<file path="src/rtl/hcbp_fifo.sv">
// small show-ahead queue with an occupancy count
`timescale 1ns / 1ps

module hcbp_fifo #(
	parameter int WIDTH = 8,
	parameter int DEPTH = 4
) (
	input  logic                       clk,
	input  logic                       arst_n,
	input  logic                       push,
	input  logic [WIDTH-1:0]           push_data,
	input  logic                       pop,
	output logic [WIDTH-1:0]           head,
	output logic [$clog2(DEPTH+1)-1:0] count
);

	localparam int AW = (DEPTH > 1) ? $clog2(DEPTH) : 1;
	localparam int CW = $clog2(DEPTH + 1);

	logic [WIDTH-1:0] store_q [DEPTH];
	logic [AW-1:0]    wr_ptr_q;
	logic [AW-1:0]    rd_ptr_q;
	logic [CW-1:0]    count_q;

	always_ff @(posedge clk or negedge arst_n) begin
		if (!arst_n) begin
			wr_ptr_q <= '0;
			rd_ptr_q <= '0;
			count_q  <= '0;
		end else begin
			if (push) begin
				wr_ptr_q <= (wr_ptr_q == AW'(DEPTH - 1)) ? '0 : wr_ptr_q + AW'(1);
			end
			if (pop) begin
				rd_ptr_q <= (rd_ptr_q == AW'(DEPTH - 1)) ? '0 : rd_ptr_q + AW'(1);
			end
			if (push && !pop) begin
				count_q <= count_q + CW'(1);
			end else if (pop && !push) begin
				count_q <= count_q - CW'(1);
			end
		end
	end

	always_ff @(posedge clk) begin
		if (push) begin
			store_q[wr_ptr_q] <= push_data;
		end
	end

	assign head  = store_q[rd_ptr_q];
	assign count = count_q;

endmodule

</file>
<file path="config.mk">
export PLATFORM = sky130hd
export DESIGN_NAME = hcbp_fifo
export DESIGN_NICKNAME = d
export VERILOG_FILES = /design/src/rtl/hcbp_fifo.sv
export SDC_FILE = /design/constraint.sdc
export NUM_CORES = 1
export LEC_CHECK = 0
export ABC_AREA = 1
export BUFFER_PORTS_ARGS = -buffer_cell sky130_fd_sc_hd__buf_2
export CORE_MARGIN = 2
export CORE_UTILIZATION = 60
export CTS_CLUSTER_SIZE = 8
export DETAILED_ROUTE_END_ITERATION = 12
export PLACE_DENSITY = 0.83
export SETUP_SLACK_MARGIN = 0.5
export SYNTH_ARGS = -nofsm -noshare
export SYNTH_HDL_FRONTEND = slang
export SYNTH_SLANG_ARGS = --single-unit
</file>
<file path="constraint.sdc">
create_clock -name clk -period 2.2 [get_ports clk]
set_input_delay 0.22 -clock clk [delete_from_list [all_inputs] [get_ports clk]]
set_output_delay 0.22 -clock clk [all_outputs]
set_load 0.1 [all_outputs]
</file>
# Word level (Yosys, flattened, before mapping)
# Memories as Yosys holds them, arrays and structs flattened.
# Cells that the tools add are included.
dict set report op_classes {
  n_eq_ne 2
  mux 6
  n_addsub 4
  n_reduce_logical 5
}
# op count
set op_table {}
lappend op_table {{$mux 3} 2}
lappend op_table {{$add 2x1->2 const B} 2}
lappend op_table {{$eq 2x2->1 const B} 2}
lappend op_table {{$mux 2} 2}
lappend op_table {{$add 3x1->3 const B} 1}
lappend op_table {{$sub 3x1->3 const B} 1}
lappend op_table {{$logic_and 1x1->1} 2}
lappend op_table {{$logic_not 1->1} 2}
lappend op_table {{$mux 1} 2}
lappend op_table {{$reduce_bool 2->1} 1}
dict set report word_totals {
  wordCells 21
  input_bits 12
  mem_count 1
  ramBits 32
  reg_bits 7
  output_inout_bits 11
}
# name words width rd rd_ports_with_merged_regs wr line
set memory_table {}
lappend memory_table {store_q 4 8 1 0 1 20} ;# logic [WIDTH-1:0] store_q [DEPTH];

# Depth between registers and ports, before layout
# Gate-level depths: netlist of run 1.
dict set report depth {
  depth_word 4
  depth_mapped 9
  depth_no_buf 9
}

# Least setup slack after synthesis of run 1
# OpenSTA, ideal clock, no wires.
dict set report synth_timing {
  path_type {register to register}
  start {reg count_q[0] (netlist: count[0])}
  end {reg count_q[2] (netlist: count[2])}
  path_stages_with_launch 6
  path_buffers 0
  slack_ps 487
  period_less_slack_ps 1713
  t_arrival_ps 1591
  required_time_ps 2078
  setup_ps 122
  path_cell_list {dfrtp_1 -> fa_1 -> nand2_1 -> nand3_1 -> nand2_1 -> nand2_1}
}
dict set report synth_via {
  elab_chain_cells 3
  elab_cells_between_ends 4
  classes_between {add/sub: 2; mux: 2}
}
# element line
set synth_lines {}
lappend synth_lines {{start: declaration} 23} ;# logic [CW-1:0] count_q;
lappend synth_lines {{start signal: assignment} 38} ;# count_q <= count_q + CW'(1);
lappend synth_lines {{start signal: assignment} 40} ;# count_q <= count_q - CW'(1);
lappend synth_lines {{$sub 3x1->3} 40}
lappend synth_lines {{$mux 3} 39} ;# end else if (pop && !push) begin
lappend synth_lines {{$mux 3 *} 37} ;# if (push && !pop) begin
# Mark *: on every way between the ends. The rest lies on a longest branch, timed or not. The select of a mux whose other input is x is not followed.
# A chain may end at the register's enable or synchronous reset.

# Final worst setup path of run 1
dict set report layout_timing {
  start {reg rd_ptr_q[0]}
  end {out head[4]}
}
dict set report layout_via {
  elab_chain_cells 1
}
# element line
set layout_lines {}
lappend layout_lines {{start: declaration} 22} ;# logic [AW-1:0] rd_ptr_q;
lappend layout_lines {{start signal: assignment} 35} ;# rd_ptr_q <= (rd_ptr_q == AW'(DEPTH - 1)) ? '0 : rd_ptr_q + AW'(1);
lappend layout_lines {{$mem_v2 4x8} n/a}
lappend layout_lines {{end: declaration} 13} ;# output logic [WIDTH-1:0] head,
# No other way between the ends.

==> results.cfg, run 1 <==
[logic_synthesis]
synthMuxAreaShare_pct = 0
syn_avg_cell_area_sq_um = 11.9
syn_nets = 161
yosysWarnings = 0
syn_area_sq_um = 1700
ys_ff_latch = 39
yosysUniqueCellTypes = 17
syn_inst = 142
yosys.area_share.simple_pct = 9.30
yosysTopAreaCell = edfxtp_1
synth_top_family_by_area = simple AND/OR/NAND/NOR gates
synthXorXnorAreaFrac_pct = 0.517
synth.top_cell.area_share_pct = 56.7
synth_compound_area_share_pct = 8.56
ys_seq_area_share_pct = 67.0
synthTopCellsByArea = edfxtp_1 (57%), dfrtp_1 (10%), nand2_1 (8.4%)
synthAdderAreaFrac_pct = 5.61

[route]
viasPerCell = 5.10
postRouteAntennaNets = 0
wl_per_cell_um = 14.5
drt-initial-drc-count = 44
num_vias = 1030
wl_um = 2930
drc = 0
drt_first_pass_iters = 4

[setup_path]
rr_startpoint = wr_ptr_q[1]$_DFFE_PN0P_
cp-startpoint = rd_ptr_q[0]$_DFFE_PN0P_
crit_fanout = 16
crit_end = head[4]
r2r-end = store_q[1][7]$_DFFE_PP_
crit_required_ns = 1.98
criticalPathCategory = reg -> out
end_kind = output pin
cp.arrival_ns = 1.44
r2r_slack_ns = 0.86
critPathLaunchType = register
ff2ff_path_depth = 4

[run_status]
outcome = complete, no violations

[timing]
rsz0062_at_grt = true
min_period_ns = 1.66
tightest_slew_ns = 0.485
setup_tns_ns = 0
setup_viol = 0
fin_hold_ws_ns = 0.101
fin_crit_sh_pct = 75.6
hold_viol = 0
final_max_slew_viol_count = 0
skew_ns = 0.00592
slew_headroom_pct = 67.9
fmax_mhz = 601

[floorplanning]
die_w_um = 57.2
core.rowCount = 19
design.die.area_sq_um = 3270
initial_utilization_pct = 62.6
core_area_sq_um = 2710
die_h_um = 57.2
io_pins = 23

[layout]
nets = 189
drive_gt1_share_pct = 21.6
finish.utilization_pct = 73.5
antennaDiodeCount = 0
area_growth_syn_to_layout_pct = 17.6
finalInstanceArea_sq_um = 1990

[worst_hold_path]
hold_class = in -> reg

[cts]
clkLatencyLatePin_ns = 0.33
cts_buffers = 5
cts_tree = built
cts.path.max_buffers = 2
ctsRootBufferMaster = clkbuf_4
htreeDepth = 2
cts.reportedPaths.clkPinSlew_ns = 0.11
cts.sinks = 39

[job]
drv_cap = 0

[global_routing]
grtUsageTotal_pct = 20.9
antenna_found_initial = 0
grt_pass1_wl_um = 5010
grt_max_degree = 34
grt_pass1_vias = 1153
overflow = 0

[place]
dp_hpwl_um = 1980
place.gp.congestion = 0.766
portBuffers = 22
place_area_sq_um = 1800
-- registers in the layout, indices dropped and copies added (netlist names) --
| signal | flops |
|---|---|
| rd_ptr_q | 2 |
| count | 3 |
| wr_ptr_q | 2 |
| store_q | 32 |
-- per-stage QoR --
step / setup slack [ns] / cells
3_3_place_gp: 0.619 / 191
5_1_grt: 0.449 / 202
4_1_cts: 0.502 / 200
3_5_place_dp: 0.558 / 191
6_report: 0.537 / 202
2_1_floorplan: 0.615 / 142
-- placed cells by master (no fill, tap or decap) --
master,instances
nand2_1,38
edfxtp_1,32
inv_1,27
o211ai_1,16
buf_2,14
buf_6,7
ha_1,6
clkbuf_4,5
o21ai_0,4
dfrtp_2,4
inv_4,3
dfrtp_1,3
bufinv_16,2
inv_8,1
xnor2_1,1
a21oi_1,1
nor2_1,1
nand3_1,1
nand4_1,1
fa_1,1
clkbuf_1,1
dlygate4sd3_1,1
buf_8,1
-- area by class of cell --
class	instances	area, sq um
Fill cell	187	717
Timing Repair inverter	2	12.5
Clock buffer	6	41.3
Multi-Input combinational cell	70	407
Timing Repair Buffer	23	174
Inverter	29	119
Clock inverter	2	60.1
Sequential cell	39	1140
Tap cell	31	38.8
-- worst min-delay path by stage --
stage / from / endpoint / slack (ns) / depth (start not counted)
3_3_place_gp: arst_n / wr_ptr_q[0]$_DFFE_PN0P_ / 0.06 / 1
4_1_cts: push_data[4] / store_q[3][4]$_DFFE_PP_ / 0.08 / 1
3_5_place_dp: arst_n / wr_ptr_q[0]$_DFFE_PN0P_ / 0.07 / 1
5_1_grt: push_data[7] / store_q[0][7]$_DFFE_PP_ / 0.09 / 1
2_1_floorplan: arst_n / count[0]$_DFFE_PN0P_ / -0.08 / 0
6_report: push_data[4] / store_q[2][4]$_DFFE_PP_ / 0.10 / 1
-- repair_timing --
item / 4_1_cts / 5_1_grt
pin swaps: 0 / 0
gates cloned: 0 / 2
setup buffers: 0 / 0
hold buffers: 1 / 0
resized for setup: 19 / 6
hold endpoints to repair: 7 / 0
endpoints found under the setup margin: 8 / 8
-- critical path, cell delays in order, from the launching register on --
cell and delay, ns:
dfrtp_2 0.51, inv_4 0.12, nand2_1 0.08, o211ai_1 0.08
nand2_1 0.10, buf_6 0.22
-- cells in the mapped netlist --
cell type / number
nand2_1: 38
edfxtp_1: 32
inv_1: 27
o211ai_1: 16
dfrtp_1: 7
ha_1: 6
o21ai_0: 4
buf_6: 2
inv_2: 2
a21oi_1: 1
buf_4: 1
clkbuf_8: 1
fa_1: 1
nand3_1: 1
nand4_1: 1
nor2_1: 1
xnor2_1: 1
-- cell families after synthesis --
logic type                 after synthesis
xor gates and xnor gates                 1
AOI/OAI and AO/OA                       21
adders and majority gates                7
and+or+nand+nor                         41
buffers and inverters                   33
DFF                                     39
-- layer usage --
metal  global-route usage, %  part of all wire, %  routed length [um]
met1                    23.5                   42                1220
met2                    37.3                   54                1570
met3                    4.99                  3.3                  97
met4                    10.3                  1.2                  34
met5                       0                    0                   0
Power of run 1 is not shown: default switching activity piles up to over one toggle a cycle in this logic, so the estimate is an artifact.
==> run 2: changes to the inputs <==
--- a/config.mk
+++ b/config.mk
@@ -8,10 +8,10 @@
 export ABC_AREA = 1
 export BUFFER_PORTS_ARGS = -buffer_cell sky130_fd_sc_hd__buf_2
 export CORE_MARGIN = 2
-export CORE_UTILIZATION = 60
+export CORE_UTILIZATION = 56
 export CTS_CLUSTER_SIZE = 8
 export DETAILED_ROUTE_END_ITERATION = 12
-export PLACE_DENSITY = 0.83
+export PLACE_DENSITY = 0.78
 export SETUP_SLACK_MARGIN = 0.5
 export SYNTH_ARGS = -nofsm -noshare
 export SYNTH_HDL_FRONTEND = slang
==> constraint.sdc (replaced) <==
create_clock -name clk -period 1.7 [get_ports clk]
set_input_delay 0.17 -clock clk [delete_from_list [all_inputs] [get_ports clk]]
set_output_delay 0.17 -clock clk [all_outputs]
set_load 0.1 [all_outputs]
==> results.cfg, run 2 (synthesized netlist as in run 1, its figures left out) <==
[run_status]
outcome = complete, no violations

[place]
dp_hpwl_um = 1990
dp_worst_setup_slack_ns = 0.225
place_area_sq_um = 2000
portBuffers = 22
place.gp.congestion = 0.775

[floorplanning]
die_h_um = 59.0
initial_utilization_pct = 60.4
design.die.area_sq_um = 3480
io_pins = 23
die_w_um = 59.0
core.rowCount = 19
core_area_sq_um = 2810

[cts]
cts.path.max_buffers = 2
clkLatencyLatePin_ns = 0.34
htreeDepth = 2
cts_buffers = 5
ctsRootBufferMaster = clkbuf_4
cts.reportedPaths.clkPinSlew_ns = 0.10
cts.sinks = 39
cts_tree = built

[global_routing]
overflow = 0
grtUsageTotal_pct = 21.4
grt_pass1_wl_um = 5200
grt_max_degree = 18
grt_pass1_vias = 1102
antenna_found_initial = 0

[route]
viasPerCell = 5.57
num_vias = 1148
drc = 0
wl_per_cell_um = 16.6
postRouteAntennaNets = 0
drt_first_pass_iters = 4
wl_um = 3410
drt-initial-drc-count = 52

[layout]
finalInstanceArea_sq_um = 2280
layout_commonest_cell = edfxtp_1
drive_gt1_share_pct = 38.9
finish.utilization_pct = 81.2
nFillCells = 144
area_growth_syn_to_layout_pct = 34.4
final_cell_mix = edfxtp_1 (32), nand2_1 (22), inv_1 (21)
antennaDiodeCount = 0
largest_reg_flops = 32
largest_register = store_q
nets = 193

[timing]
final_max_slew_viol_count = 0
setup_viol = 0
hold_viol = 0
min_period_ns = 1.62
fin_ws_ns = 0.0750
fmax_mhz = 615
skew_ns = 0.0103
tightest_slew_ns = 0.297
rsz0062_at_grt = true
slew_headroom_pct = 80.2
fin_crit_sh_pct = 95.6

[setup_path]
r2r-end = count[2]$_DFFE_PN0P_
criticalPathCategory = reg -> out
rr_startpoint = count[1]$_DFFE_PN0P_
ff2ff_path_depth = 5
r2r_slack_ns = 0.36
cp.arrival_ns = 1.45
end_kind = output pin
crit_required_ns = 1.53
critPathLaunchType = register
crit_fanout = 16

[worst_hold_path]
hold_depth = 1
holdPathEnd = store_q[1][1]$_DFFE_PP_
hold_start = push_data[1]
hold_class = in -> reg

[job]
drv_cap = 0
## run 2: changes by cell type in the layout (fill, tap and decap cells not counted), sizes merged
cell	change
clkinv	+2
inv	-4
clkinvlp	+3
bufinv	-2
buf	+5
## run 2: worst max-delay path by stage
stage / from / end / depth (start not counted)
floorplan: count[1]$_DFFE_PN0P_ / count[2]$_DFFE_PN0P_ / 5
global placement: rd_ptr_q[0]$_DFFE_PN0P_ / head[1] / 5
detailed placement: rd_ptr_q[0]$_DFFE_PN0P_ / head[0] / 5
CTS: rd_ptr_q[0]$_DFFE_PN0P_ / head[1] / 4
global route: rd_ptr_q[0]$_DFFE_PN0P_ / head[3] / 4
finish: rd_ptr_q[0]$_DFFE_PN0P_ / head[3] / 4
## run 2: routing by layer
layer	global-route usage, %	part of all wire (%)
met1	25.2	37
met2	37.5	55
met3	4.59	3.8
met4	10.1	3.3
met5	0	0
## run 2: worst max-delay path, stage by stage (launching register included)
cell      delay [ns]
dfrtp_2         0.48
inv_6           0.09
o211ai_1        0.28
nand2_4         0.09
buf_12          0.17
## run 2: area by class of cell
class,count,area (sq um),area share [%]
Multi-Input combinational cell,70,564,24.8
Inverter,29,145,6.37
Sequential cell,39,1150,50.4
Timing Repair inverter,1,8.76,0.384
Timing Repair Buffer,28,325,14.3
Clock inverter,2,7.51,0.329
Tap cell,31,38.8,1.70
Clock buffer,6,41.3,1.81
## run 2: timing repair
item,CTS,global route
hold buffers,1,0
endpoints found under the setup margin,45,45
resized for setup,38,18
cloned,1,0
endpoints found under the hold margin,7,0
setup buffers,4,0
pin swaps,4,7
## run 2: through the flow
step | setup TNS, ns | cells | hold WS, ns
finish | 0 | 206 | 0.0363
global route | -0.0138 | 206 | 0.0251
CTS | 0 | 206 | 0.0200
detailed placement | 0 | 192 | 0.0167
floorplan | 0 | 142 | -0.126
global placement | 0 | 192 | 0.0101
Power of run 2 is left out for the same reason.
