===== config.mk =====
export PLATFORM = sky130hd
export DESIGN_NAME = hcbp_back
export DESIGN_NICKNAME = d
export VERILOG_FILES = /design/src/rtl/hcbp_pkg.sv /design/src/rtl/hcbp_back.sv
export SDC_FILE = /design/constraint.sdc
export NUM_CORES = 1
export LEC_CHECK = 0
export BUFFER_PORTS_ARGS = -buffer_cell sky130_fd_sc_hd__buf_2
export CAP_MARGIN = 20
export CELL_PAD_IN_SITES_DETAIL_PLACEMENT = 0
export CELL_PAD_IN_SITES_GLOBAL_PLACEMENT = 1
export CORE_MARGIN = 3
export CORE_UTILIZATION = 30
export CTS_BUF_LIST = sky130_fd_sc_hd__clkbuf_8 sky130_fd_sc_hd__clkbuf_16
export DETAILED_ROUTE_END_ITERATION = 10
export PLACE_DENSITY_LB_ADDON = 0.08
export RECOVER_POWER = 25
export SLEW_MARGIN = 20
export SYNTH_ARGS = -nofsm -noshare
export SYNTH_HDL_FRONTEND = slang
export SYNTH_SLANG_ARGS = --single-unit

===== constraint.sdc =====
create_clock -name clk -period 3.6 [get_ports clk]
set_input_delay 0.72 -clock clk [delete_from_list [all_inputs] [get_ports clk]]
set_output_delay 0.72 -clock clk [all_outputs]
set_load 0.01 [all_outputs]

===== src/rtl/hcbp_pkg.sv =====
// shared types and constants for the huffman code bit packer
`timescale 1ns / 1ps

package hcbp_pkg;

	localparam int SYM_W  = 8;
	localparam int LEN_W  = 6;
	localparam int CODE_W = 32;
	localparam int BYTE_W = 8;

	// request codes
	localparam logic [1:0] REQ_WRITE  = 2'd0;
	localparam logic [1:0] REQ_ENCODE = 2'd1;
	localparam logic [1:0] REQ_FLUSH  = 2'd2;

	// queue between front and back
	localparam int JOB_DEPTH = 4;
	localparam int JOB_CNT_W = 3;

	// queue in front of the result ports
	localparam int RES_DEPTH = 2;
	localparam int RES_CNT_W = 2;

	typedef struct packed {
		logic              flush;
		logic [LEN_W-1:0]  len;
		logic [CODE_W-1:0] code;
	} job_t;

	typedef struct packed {
		logic [BYTE_W-1:0] out_byte;
		logic              last;
	} res_t;

endpackage


===== src/rtl/hcbp_back.sv =====
// bit packer: appends codes to the pending bits and emits one byte a cycle while out_full is low
`timescale 1ns / 1ps

module hcbp_back import hcbp_pkg::*; #(
	parameter int MAX_CODE_LEN = 32
) (
	input  logic clk,
	input  logic arst_n,
	input  logic job_valid,
	input  job_t job,
	output logic job_pop,
	input  logic out_full,
	output logic out_push,
	output res_t out_res
);

	localparam int ACC_W = MAX_CODE_LEN + 7;
	localparam int TOT_W = $clog2(ACC_W + 1);

	logic [ACC_W-1:0] acc_q;
	logic [TOT_W-1:0] total_q;

	logic              emit_enc;
	logic [TOT_W-1:0]  rem;
	logic              rem_small;
	logic [BYTE_W-1:0] enc_byte;
	logic [BYTE_W-1:0] pend_mask_w;
	logic [6:0]        pend_m;
	logic [ACC_W-1:0]  load_acc;
	logic [TOT_W-1:0]  load_total;
	logic [BYTE_W-1:0] flush_byte;
	logic              do_load;
	logic              do_clear;

	assign emit_enc  = total_q >= TOT_W'(BYTE_W);
	assign rem       = emit_enc ? total_q - TOT_W'(BYTE_W) : total_q;
	assign rem_small = rem < TOT_W'(BYTE_W);
	assign enc_byte  = BYTE_W'(acc_q >> rem);

	// bits left over once the current byte is out
	assign pend_mask_w = (BYTE_W'(1) << rem[2:0]) - BYTE_W'(1);
	assign pend_m      = acc_q[6:0] & pend_mask_w[6:0];
	assign load_acc    = (ACC_W'(pend_m) << job.len) | ACC_W'(job.code);
	assign load_total  = rem + TOT_W'(job.len);
	assign flush_byte  = {pend_m, 1'b0} << (3'd7 - total_q[2:0]);

	always_comb begin
		out_push = 1'b0;
		out_res  = '0;
		job_pop  = 1'b0;
		do_load  = 1'b0;
		do_clear = 1'b0;
		if (emit_enc) begin
			if (!out_full) begin
				out_push         = 1'b1;
				out_res.out_byte = enc_byte;
				out_res.last     = rem_small;
				// load the next code alongside the final byte
				if (rem_small && job_valid && !job.flush) begin
					job_pop = 1'b1;
					do_load = 1'b1;
				end
			end
		end else if (job_valid) begin
			if (job.flush) begin
				if (total_q == '0) begin
					job_pop = 1'b1;
				end else if (!out_full) begin
					out_push         = 1'b1;
					out_res.out_byte = flush_byte;
					out_res.last     = 1'b1;
					job_pop          = 1'b1;
					do_clear         = 1'b1;
				end
			end else begin
				job_pop = 1'b1;
				do_load = 1'b1;
			end
		end
	end

	always_ff @(posedge clk or negedge arst_n) begin
		if (!arst_n) begin
			total_q <= '0;
		end else if (do_load) begin
			total_q <= load_total;
		end else if (do_clear) begin
			total_q <= '0;
		end else if (out_push) begin
			total_q <= rem;
		end
	end

	always_ff @(posedge clk) begin
		if (do_load) begin
			acc_q <= load_acc;
		end
	end

endmodule


# After elaboration in Yosys (flattened, before gate mapping)
# Cells that the tools add are included.
[totals] ram_bits=0 memories=0 rom_bits=0 output_inout_bits=11 ff_bits=45 in_bits=43 latchBits=0
[op_classes] n_lt_le_gt_ge=2 eq_ne=0 bitwise_logic=2 addsub=4 n_mul=0 n_shift=4 n_mux=25 n_reduce_logical=5 div=0
[op_table] op="two-way mux 9 bit" count=6
[op_table] op="bitwise OR 39 x 32 -> 39 bit" count=1
[op_table] op="<< shifter 7 x 6 -> 39 bit" count=1
[op_table] op="right shift 39 x 6 -> 8 bit" count=1
[op_table] op="two-way mux 6 bit" count=4
[op_table] op="two-way mux 1 bit" count=15
[op_table] op="<< shifter 8 x 3 -> 8 bit" count=1
[op_table] op="AND 7 bit" count=1
[op_table] op="<< shifter 1 x 3 -> 7 bit (first input constant)" count=1
[op_table] op="subtractor 7 x 2 -> 7 bit (second input constant)" count=1
[op_table] op="adder 6 bit" count=1
[op_table] op=">= comparator 6 x 4 -> 1 bit (second input constant)" count=1
[op_table] op="logical NOT 6 bit" count=1
[op_table] op="< comparator 6 x 4 -> 1 bit (second input constant)" count=1
[op_table] op="subtractor 6 x 4 -> 6 bit (second input constant)" count=1
[op_table] op="nonzero test 3 bit" count=1
[op_table] op="subtractor 3 bit (first input constant)" count=1
[op_table] op="logical AND 1 bit" count=2
[op_table] op="logical NOT 1 bit" count=1

# Depth between registers and ports, before layout
# Gate-level depths: netlist (run 1).
[logic_depth] depth_word=11 mapped_depth=12 mapped_depth_nobuf=10

# Least setup slack after synthesis (run 1)
# Ideal clock, no wire load.
[synth_path] path_kind="register -> register" from="register total_q[3]" to="register acc_q[0] (enable)" path_slack_ns=0.315 n_path_buf=3 setup_ns=0.394 arrival_ns=2.891 path_stages_with_launch=10 path_cell_list="dfrtp_1 > clkbuf_1 > inv_1 > ha_1 > clkbuf_1 > nand2_1 > nor3_1 > o211ai_1 > buf_2 > inv_1"
[synth_via] elab_chain_cells=8 word_cells_on_any_way=9 classes_between="add/sub: 1; order compare: 2; mux: 4; reduce/logical: 2"
[synth_lines] element="start, declared" line_no="hcbp_back.sv:21" text="logic [TOT_W-1:0] total_q;"
[synth_lines] element="start signal, assigned" line_no="hcbp_back.sv:86" text="total_q <= load_total;"
[synth_lines] element="start signal, assigned" line_no="hcbp_back.sv:90" text="total_q <= rem;"
[synth_lines] element="subtractor 6 x 4 -> 6 bit or >= comparator 6 x 4 -> 1 bit (tied branches)" line_no="hcbp_back.sv:36, hcbp_back.sv:35"
[synth_lines] element="two-way mux 6 bit" line_no="hcbp_back.sv:36" text="assign rem = emit_enc ? total_q - TOT_W'(BYTE_W) : total_q;"
[synth_lines] element="< comparator 6 x 4 -> 1 bit" line_no="hcbp_back.sv:37" text="assign rem_small = rem < TOT_W'(BYTE_W);"
[synth_lines] element="logical AND 1 bit (2 in a row)" line_no="hcbp_back.sv:59" text="if (rem_small && job_valid && !job.flush) begin"
[synth_lines] element="two-way mux 1 bit" line_no="hcbp_back.sv:59"
[synth_lines] element="two-way mux 1 bit" line_no="hcbp_back.sv:54" text="if (!out_full) begin"
[synth_lines] element="two-way mux 1 bit *" line_no="hcbp_back.sv:53" text="if (emit_enc) begin"
[synth_lines] element="net do_load" line_no="hcbp_back.sv:32" text="logic do_load;"
[synth_lines] element="end signal, assigned" line_no="hcbp_back.sv:96" text="acc_q <= load_acc;"
[synth_lines] element="end, declared" line_no="hcbp_back.sv:20" text="logic [ACC_W-1:0] acc_q;"
# The timed path passes the listed nets; every way through them passes the cells marked *.
# A chain may end at the register's enable or synchronous reset.

==> impl_metrics.toml, run 1 <==
[setup_path]
required_ns = 2.88
crit_type = "flip-flop to primary output"
endpoint_kind = "primary output"
cp.arrival_ns = 2.78
reg2reg_to = "acc_q[17]"
r2r_start = "total_q[1]"
r2r_setup_slack_ns = 0.50
critical_path.max_fanout = 8
cp-start-kind = "flip-flop"
reg2reg_depth = 9

[synth]
synthMostInstantiatedCell = "nand2_1"
yosys-top-cells-count = "59 x nand2_1, 39 x edfxtp_1, 37 x mux4_2"
yosysWarnings = 0
postSynthAreaPerCell_sq_um = 9.67
syn_area_sq_um = 5190
synthTopCellsByArea = "edfxtp_1 23%, mux4_2 16%, mux2i_1 6.6%, nand2_1 4.3%, dfrtp_1 2.9%"
synth-edff-count = 39
syn_nets = 589
synth_ff_type = "edfxtp_1"
netlist_instances = 537
yosys_register_bits = 45
synth_sequential_area_ratio_pct = 25.4
synth.distinct_cells = 83
netlist.area_leader.share_pct = 22.5
async_flop_share_pct = 13.3
synth_top_area_cell = "edfxtp_1"

[sta]
finalSetupViolations = 0
worst_clock_skew_ns = 0.00820
finalMaxSlewViolations = 0
rsz0062_at_grt = "true"
hold_slack_ns = 0.295
finalHoldViolations = 0
setup_slack_ns = 0.0994
worstMarginPinSlew_ns = 0.864
fin_crit_sh_pct = 97.2
slew_headroom_pct = 42.4
fmax_mhz = 286
period_needed_ns = 3.50

[final_layout]
antenna_cells = 0
final_area_sq_um = 5910
nFillCells = 1738
area_growth_pct = 13.8
nets = 634
post-route-util_pct = 35.3
drive_gt1_share_pct = 27.3

[detailed_routing]
routed_wl_um = 19200
via_count = 4812
route.detailed.drc = 0
met2_length_um = 8780
firstDrtPassIters = 7
ant_nets = 0
top_layer = "met4"
drt-wirelength-per-cell_um = 23.9
dr.first_iter.drc_count = 462
viasPerCell = 5.99
dr_wl_met3_um = 902
wl_met1_um = 8820

[global_route]
grt_usage_pct = 20.5
grt_max_degree = 77
grt_pass1_vias = 4698
grt_first_pass_wirelength_um = 29400
antenna_found_initial = 0
overflow = 0

[cts]
clk_pin_slew_ns = 0.07
cts_root_buf = "clkbuf_16"
cts_max_level = 2
postCtsHoldBufs = 0
cts_buffers = 5
clock_latency_ns = 0.29
cts_tree = "yes"
clockBufferDepth = 2
cts_sinks = 45

[place]
gp_congestion = 0.927
dp_slack_ns = 0.300
placed_area_sq_um = 5700
port-buffer-count = 53
hpwl_um = 14900

[pwr]
p_per_area_nw_per_um2 = 768
p_leak_uw = 0.00220
max-vdd-ir-drop_mv = 0.216

[die]
start_util_pct = 31.0
fp.dieArea_sq_um = 18900
core_area_sq_um = 16800
fp.dieW_um = 138
fp.dieH_um = 138
ios = 54
row_count = 47

[status]
status = "finished clean"

[run]
cap_violations = 0

[hold_path]
worst_hold_path_type = "input port to async pin"
[logic make-up (layout without fill, tap and decap cells)]
kind of cell	after synthesis	count (layout)	synth area share, %
AND/OR/NAND/NOR	169	169	16.5
AO/OA/AOI/OAI	159	159	22.4
multiplexers	82	82	25.3
buffers and inverters	65	111	6.60
flip-flops	45	45	25.4
adder cells (fa/ha/maj)	9	9	2.31
XOR/XNOR	8	8	1.49
[worst max-delay path: stages (launching register included)]
cell	delay, ns
dfrtp_4	0.57
nor3_2	0.28
inv_2	0.13
ha_1	0.34
nor2b_1	0.09
mux2_2	0.31
nand4_1	0.15
o311ai_0	0.19
o31a_1	0.27
buf_2	0.14
[worst max path at each step]
stage	startpoint	endpoint	slack [ns]	cells past startpoint
global route	total_q[1]	out_res[4]	-0.01	10
global placement	total_q[1]	out_res[1]	0.30	7
floorplan	total_q[0]	out_res[4]	0.31	12
CTS	total_q[1]	out_res[1]	0.02	7
finish	total_q[1]	out_res[3]	0.1	9
detailed placement	total_q[4]	out_res[8]	0.30	10
[power breakdown]
part / total, uW / switching, uW / leakage [uW] / internal [uW]
registers: 767 / 124 / 0.000418 / 643
logic: 3300 / 1860 / 0.00171 / 1430
clock network: 476 / 215 / 0.0000704 / 261
[cells in the final DEF (no fill, tap or decap), types with 16 or more instances in the layout]
cell type / synthesis / layout
edfxtp_1: 39 / 39
o21ai_0: 26 / 26
nor2_1: 30 / 30
a21oi_1: 21 / 20
mux2i_1: 34 / 34
inv_1: 16 / 16
mux4_2: 37 / 37
buf_4: 6 / 26
nand2_1: 59 / 59
buf_2: 10 / 52
[flip-flops by register name, indices dropped and copies added (netlist names)]
name and flops:
acc_q 39, total_q 6
[metrics by stage]
| step | power [uW] | setup TNS [ns] | std cells |
|---|---|---|---|
| 2_1_floorplan | 3100 | 0 | 537 |
| 3_3_place_gp | 3990 | 0 | 792 |
| 3_5_place_dp | 3960 | 0 | 792 |
| 4_1_cts | 4470 | 0 | 801 |
| 5_1_grt | 4830 | -0.0212 | 803 |
| 6_report | 4540 | 0 | 803 |
[cell type report]
class / count / area [sq um] / share of cell area (%)
Clock inverter: 3 / 25.0 / 0.423
Inverter: 20 / 80.1 / 1.35
Timing Repair Buffer: 83 / 543 / 9.19
Multi-Input combinational cell: 427 / 3530 / 59.8
Sequential cell: 45 / 1330 / 22.5
Clock buffer: 5 / 125 / 2.12
Tap cell: 220 / 275 / 4.66
[timing repair]
item                                   in CTS  in global routing
endpoints found under the hold margin       0                  0
pin swaps                                   1                  0
setup endpoints to repair                   3                  7
gates cloned                                0                  1
resized for setup                           1                  5
buffers inserted                            1                  1
[layer usage]
layer | up-vias | global-route usage (%)
met3 | 35 | 2.01
met4 | 0 | 7.76
met1 | 2362 | 29.6
met5 | - | 0
li1 | 2221 | -
met2 | 194 | 31.7
Power figures use the tool's default switching activity.
==> inputs of run 2 (changes only) <==
- SETUP_SLACK_MARGIN: not set -> 0.3
==> impl_metrics.toml, run 2 (same netlist as run 1, synthesis figures left out) <==
[status]
status = "finished clean"

[die]
fp.dieH_um = 138
start_util_pct = 31.0
ios = 54
fp.dieW_um = 138
row_count = 47
fp.dieArea_sq_um = 18900
core_area_sq_um = 16800

[global_route]
grt_max_degree = 40
overflow = 0
grt_pass1_vias = 4832
grt_usage_pct = 21.2
grt_first_pass_wirelength_um = 30200
antenna_found_initial = 0

[cts]
postCtsHoldBufs = 0
clock_latency_ns = 0.29
cts_max_level = 2
cts_buffers = 5
clk_pin_slew_ns = 0.07
cts_root_buf = "clkbuf_16"
cts_tree = "yes"
cts_sinks = 45
clockBufferDepth = 2

[final_layout]
nets = 660
drive_gt1_share_pct = 32.2
antenna_cells = 0
top_register = "acc_q"
reg_top3 = "acc_q x39, total_q x6"
largest_reg_flops = 39
final_cell_mix = "58 x nand2_1, 52 x buf_2, 44 x buf_4"
final_common_cell = "nand2_1"
area_growth_pct = 20.2

[run]
cap_violations = 0

[detailed_routing]
viasPerCell = 5.88
via_count = 4878
route.detailed.drc = 0
drt-wirelength-per-cell_um = 23.8
ant_nets = 0
firstDrtPassIters = 5
dr.first_iter.drc_count = 468
routed_wl_um = 19800

[setup_path]
critPathTopFamily = "multiplexers"
crit_buf_inv = 3
reg2reg_to = "acc_q[17]"
max_stage_delay_ns = 0.55
slowest_stage = "dfrtp_1"
r2r_start = "total_q[1]"
reg2reg_depth = 10
r2r_setup_slack_ns = 0.48
crit_end = "out_res[1]"
cp-start-kind = "flip-flop"
path_cells = "buf_16 -> buf_4 -> mux4_2 -> mux2i_2 -> a22oi_1 -> or3_1 -> and4_1 -> buf_2"
required_ns = 2.88
crit_type = "flip-flop to primary output"
endpoint_kind = "primary output"
critical_path.max_fanout = 15
critPathLaunch = "total_q[1]"
critical_path_depth = 8
cp.arrival_ns = 2.70

[pwr]
p_leak_uw = 0.00236
p_per_area_nw_per_um2 = 799
max-vdd-ir-drop_mv = 0.263

[place]
port-buffer-count = 53
gp_congestion = 0.927
hpwl_um = 14900

[sta]
fmax_mhz = 293
rsz0062_at_grt = "true"
finalHoldViolations = 0
worstMarginPinSlew_ns = 1.04
hold_slack_ns = 0.299
slew_headroom_pct = 30.4
fin_crit_sh_pct = 94.9
finalSetupViolations = 0
tns_ns = 0
finalMaxSlewViolations = 0
worst_clock_skew_ns = 0.00767
period_needed_ns = 3.42

[hold_path]
worst_hold_path_type = "input port to async pin"
==> run 2: metrics by stage <==
step	instance area (sq um)	total power (uW)	util, %	cells	worst slack [ns]
4_1_cts	6090	4780	36.3	810	0.194
2_1_floorplan	5190	3100	-	537	0.315
5_1_grt	6240	5290	37.3	829	0.108
3_3_place_gp	5700	3990	34.0	792	0.297
3_5_place_dp	5700	3960	34.0	792	0.300
6_report	6240	4990	37.3	829	0.183
==> run 2: how the worst min path moves through the flow <==
stage	startpoint	slack [ns]	end
3_3_place_gp	arst_n	0.55	total_q[1]
3_5_place_dp	arst_n	0.56	total_q[1]
6_report	arst_n	0.30	total_q[1]
2_1_floorplan	arst_n	0.42	total_q[0]
4_1_cts	arst_n	0.24	total_q[1]
5_1_grt	arst_n	0.32	total_q[1]
==> run 2: final cells by class <==
| type | count | area [sq um] |
|---|---|---|
| fillers | 1727 | 10500 |
| clock inverters | 3 | 25.0 |
| clock buffers | 5 | 125 |
| repair buffers | 109 | 792 |
| multi-input cells | 427 | 3620 |
| inverters | 20 | 81.3 |
| flip-flops and latches | 45 | 1330 |
| well taps | 220 | 275 |
==> run 2: power by group <==
part           switching (uW)  internal, uW
clock network             214           261
registers                 115           640
logic                    2010          1750
==> run 2: routing by layer <==
metal  vias up  wire, um  GRT usage, %
met2       170      9030          33.2
met4         0       751          8.37
li1       2261         -             -
met5         -         0             0
met3        41       846          2.05
met1      2406      9130          30.1
==> run 2: worst register-to-register path: cells and delay by family (launching register included) <==
kind	cells	cell delay, ns
fa+ha+maj	1	0.17
compound gates	4	1.33
flops	1	0.51
simple gates	2	0.35
buf+inv	3	0.45
==> run 2: what timing repair did <==
item                       in CTS  in global routing
pin swaps                       2                  4
cloned                          3                  0
setup endpoints to repair       9                  8
resized for setup              23                 12
setup buffers                   7                 19
==> inputs of run 3 (changes only) <==
==> constraint.sdc (replaced) <==
create_clock -name clk -period 3.6 [get_ports clk]
set_input_delay 0.36 -clock clk [delete_from_list [all_inputs] [get_ports clk]]
set_output_delay 0.36 -clock clk [all_outputs]
set_load 0.01 [all_outputs]
==> impl_metrics.toml, run 3 (same netlist as run 1, synthesis figures left out) <==
[status]
status = "finished clean"

[pwr]
p_comb_share_pct = 72.7
internal_power_uw = 2340
switching_share_pct = 48.5
p_seq_share_pct = 16.7
max-vdd-ir-drop_mv = 0.279
p_per_area_nw_per_um2 = 766
switchingPower_uw = 2200
power_frac_clock_pct = 10.6
p_leak_uw = 0.00219

[setup_path]
r2r_setup_slack_ns = 0.41
cp.arrival_ns = 3.01
required_ns = 3.24
endpoint_kind = "primary output"
cp-start-kind = "flip-flop"
crit_type = "flip-flop to primary output"
critical_path.max_fanout = 13

[detailed_routing]
route.detailed.drc = 0
dr.first_iter.drc_count = 445
drt-wirelength-per-cell_um = 23.8
via_count = 4844
firstDrtPassIters = 5
routed_wl_um = 19100
viasPerCell = 6.04
ant_nets = 0

[final_layout]
final_common_cell = "nand2_1"
drive_gt1_share_pct = 26.1
nets = 633
final_cell_mix = "59 x nand2_1, 51 x buf_2, 39 x edfxtp_1"
seq_area_sq_um = 1330
antenna_cells = 0
largest_reg_flops = 39
nFillCells = 1764
top_register = "acc_q"
multi_input_area_sq_um = 3540
reg_top3 = "acc_q x39, total_q x6"
area_growth_pct = 14.1

[cts]
clock_latency_ns = 0.29
cts_sinks = 45
cts_tree = "yes"
clk_pin_slew_ns = 0.07
cts_root_buf = "clkbuf_16"
cts_max_level = 2
cts_buffers = 5
clockBufferDepth = 2

[die]
fp.dieArea_sq_um = 18900
row_count = 47
fp.dieW_um = 138
fp.dieH_um = 138
start_util_pct = 31.0
ios = 54
core_area_sq_um = 16800

[sta]
finalHoldViolations = 0
fin_crit_sh_pct = 93.7
finalMaxSlewViolations = 0
period_needed_ns = 3.37
hold_slack_ns = 0.314
fmax_mhz = 296
tns_ns = 0
slew_headroom_pct = 49.6
rsz0062_at_grt = "true"
worstMarginPinSlew_ns = 0.757
finalSetupViolations = 0
worst_clock_skew_ns = 0.00328

[global_route]
grt_pass1_vias = 4660
grt_use_met2_pct = 31.5
grt_max_degree = 40
grt_usage_pct = 20.2
use_met3_pct = 2.30
grt_first_pass_wirelength_um = 28700
busiest_layer = "met2"
use_met1_pct = 28.9
overflow = 0
antenna_found_initial = 0

[place]
gp_congestion = 0.895
port-buffer-count = 53
hpwl_um = 14600

[hold_path]
worst_hold_path_type = "input port to flip-flop"

[run]
cap_violations = 0
-- run 3: per-stage QoR --
step / total power (uW) / cell area (sq um) / worst slack, ns / utilization [%] / cells
floorplan: 3100 / 5190 / 0.315 / - / 537
global placement: 3910 / 5660 / 0.456 / 33.8 / 787
detailed placement: 3890 / 5660 / 0.468 / 33.8 / 787
CTS: 4460 / 5870 / 0.216 / 35.0 / 797
global route: 4830 / 5920 / 0.135 / 35.3 / 802
finish: 4540 / 5920 / 0.225 / 35.3 / 802
-- run 3: repair_timing --
item | 4_1_cts | 5_1_grt
setup buffers | 0 | 4
hold buffers | 1 | 0
gates cloned | 1 | 1
setup endpoints to repair | 5 | 8
pin swaps | 0 | 2
endpoints found under the hold margin | 6 | 0
resized for setup | 3 | 6
-- run 3: layer usage --
layer  share of wire, %  vias up  wire, um
met5                  0        -         0
met4                3.4        0       641
met3                5.3       38      1020
met2                 45      205      8670
met1                 46     2387      8780
li1                   -     2214         -
-- run 3: power by group through the flow --
stage	Clock, uW	Sequential (uW)	Combinational [uW]
6_report	480	758	3300
5_1_grt	512	771	3550
4_1_cts	494	784	3180
3_5_place_dp	0	790	3100
3_3_place_gp	0	790	3120
2_1_floorplan	0	707	2390
-- run 3: path summary, 6_finish.rpt --
check / from / endpoint / depth (start not counted)
hold / removal: job[3] / acc_q[3] / 2
setup / recovery: total_q[3] / out_res[6] / 9
max in group asynchronous: arst_n / total_q[1] / 2
hold reg to reg: total_q[2] / total_q[2] / 2
setup reg to reg: total_q[3] / acc_q[32] / 10
min in group asynchronous: arst_n / total_q[3] / 2
-- run 3: layout make-up --
type	count	area share (%)
inverter	20	1.37
tap	220	4.65
clock buffer	5	2.11
sequential	45	22.4
timing repair buffer	82	9.33
multi-input combinational	427	59.7
clock inverter	3	0.422
-- run 3: critical path, cell delays in order, from the launching register on --
cell and delay (ns):
dfrtp_1 0.36, buf_4 0.22, inv_1 0.15, ha_1 0.58, mux4_2 0.38, mux4_2 0.50
nor2_1 0.11, a211o_1 0.10, o221ai_1 0.13, buf_2 0.17
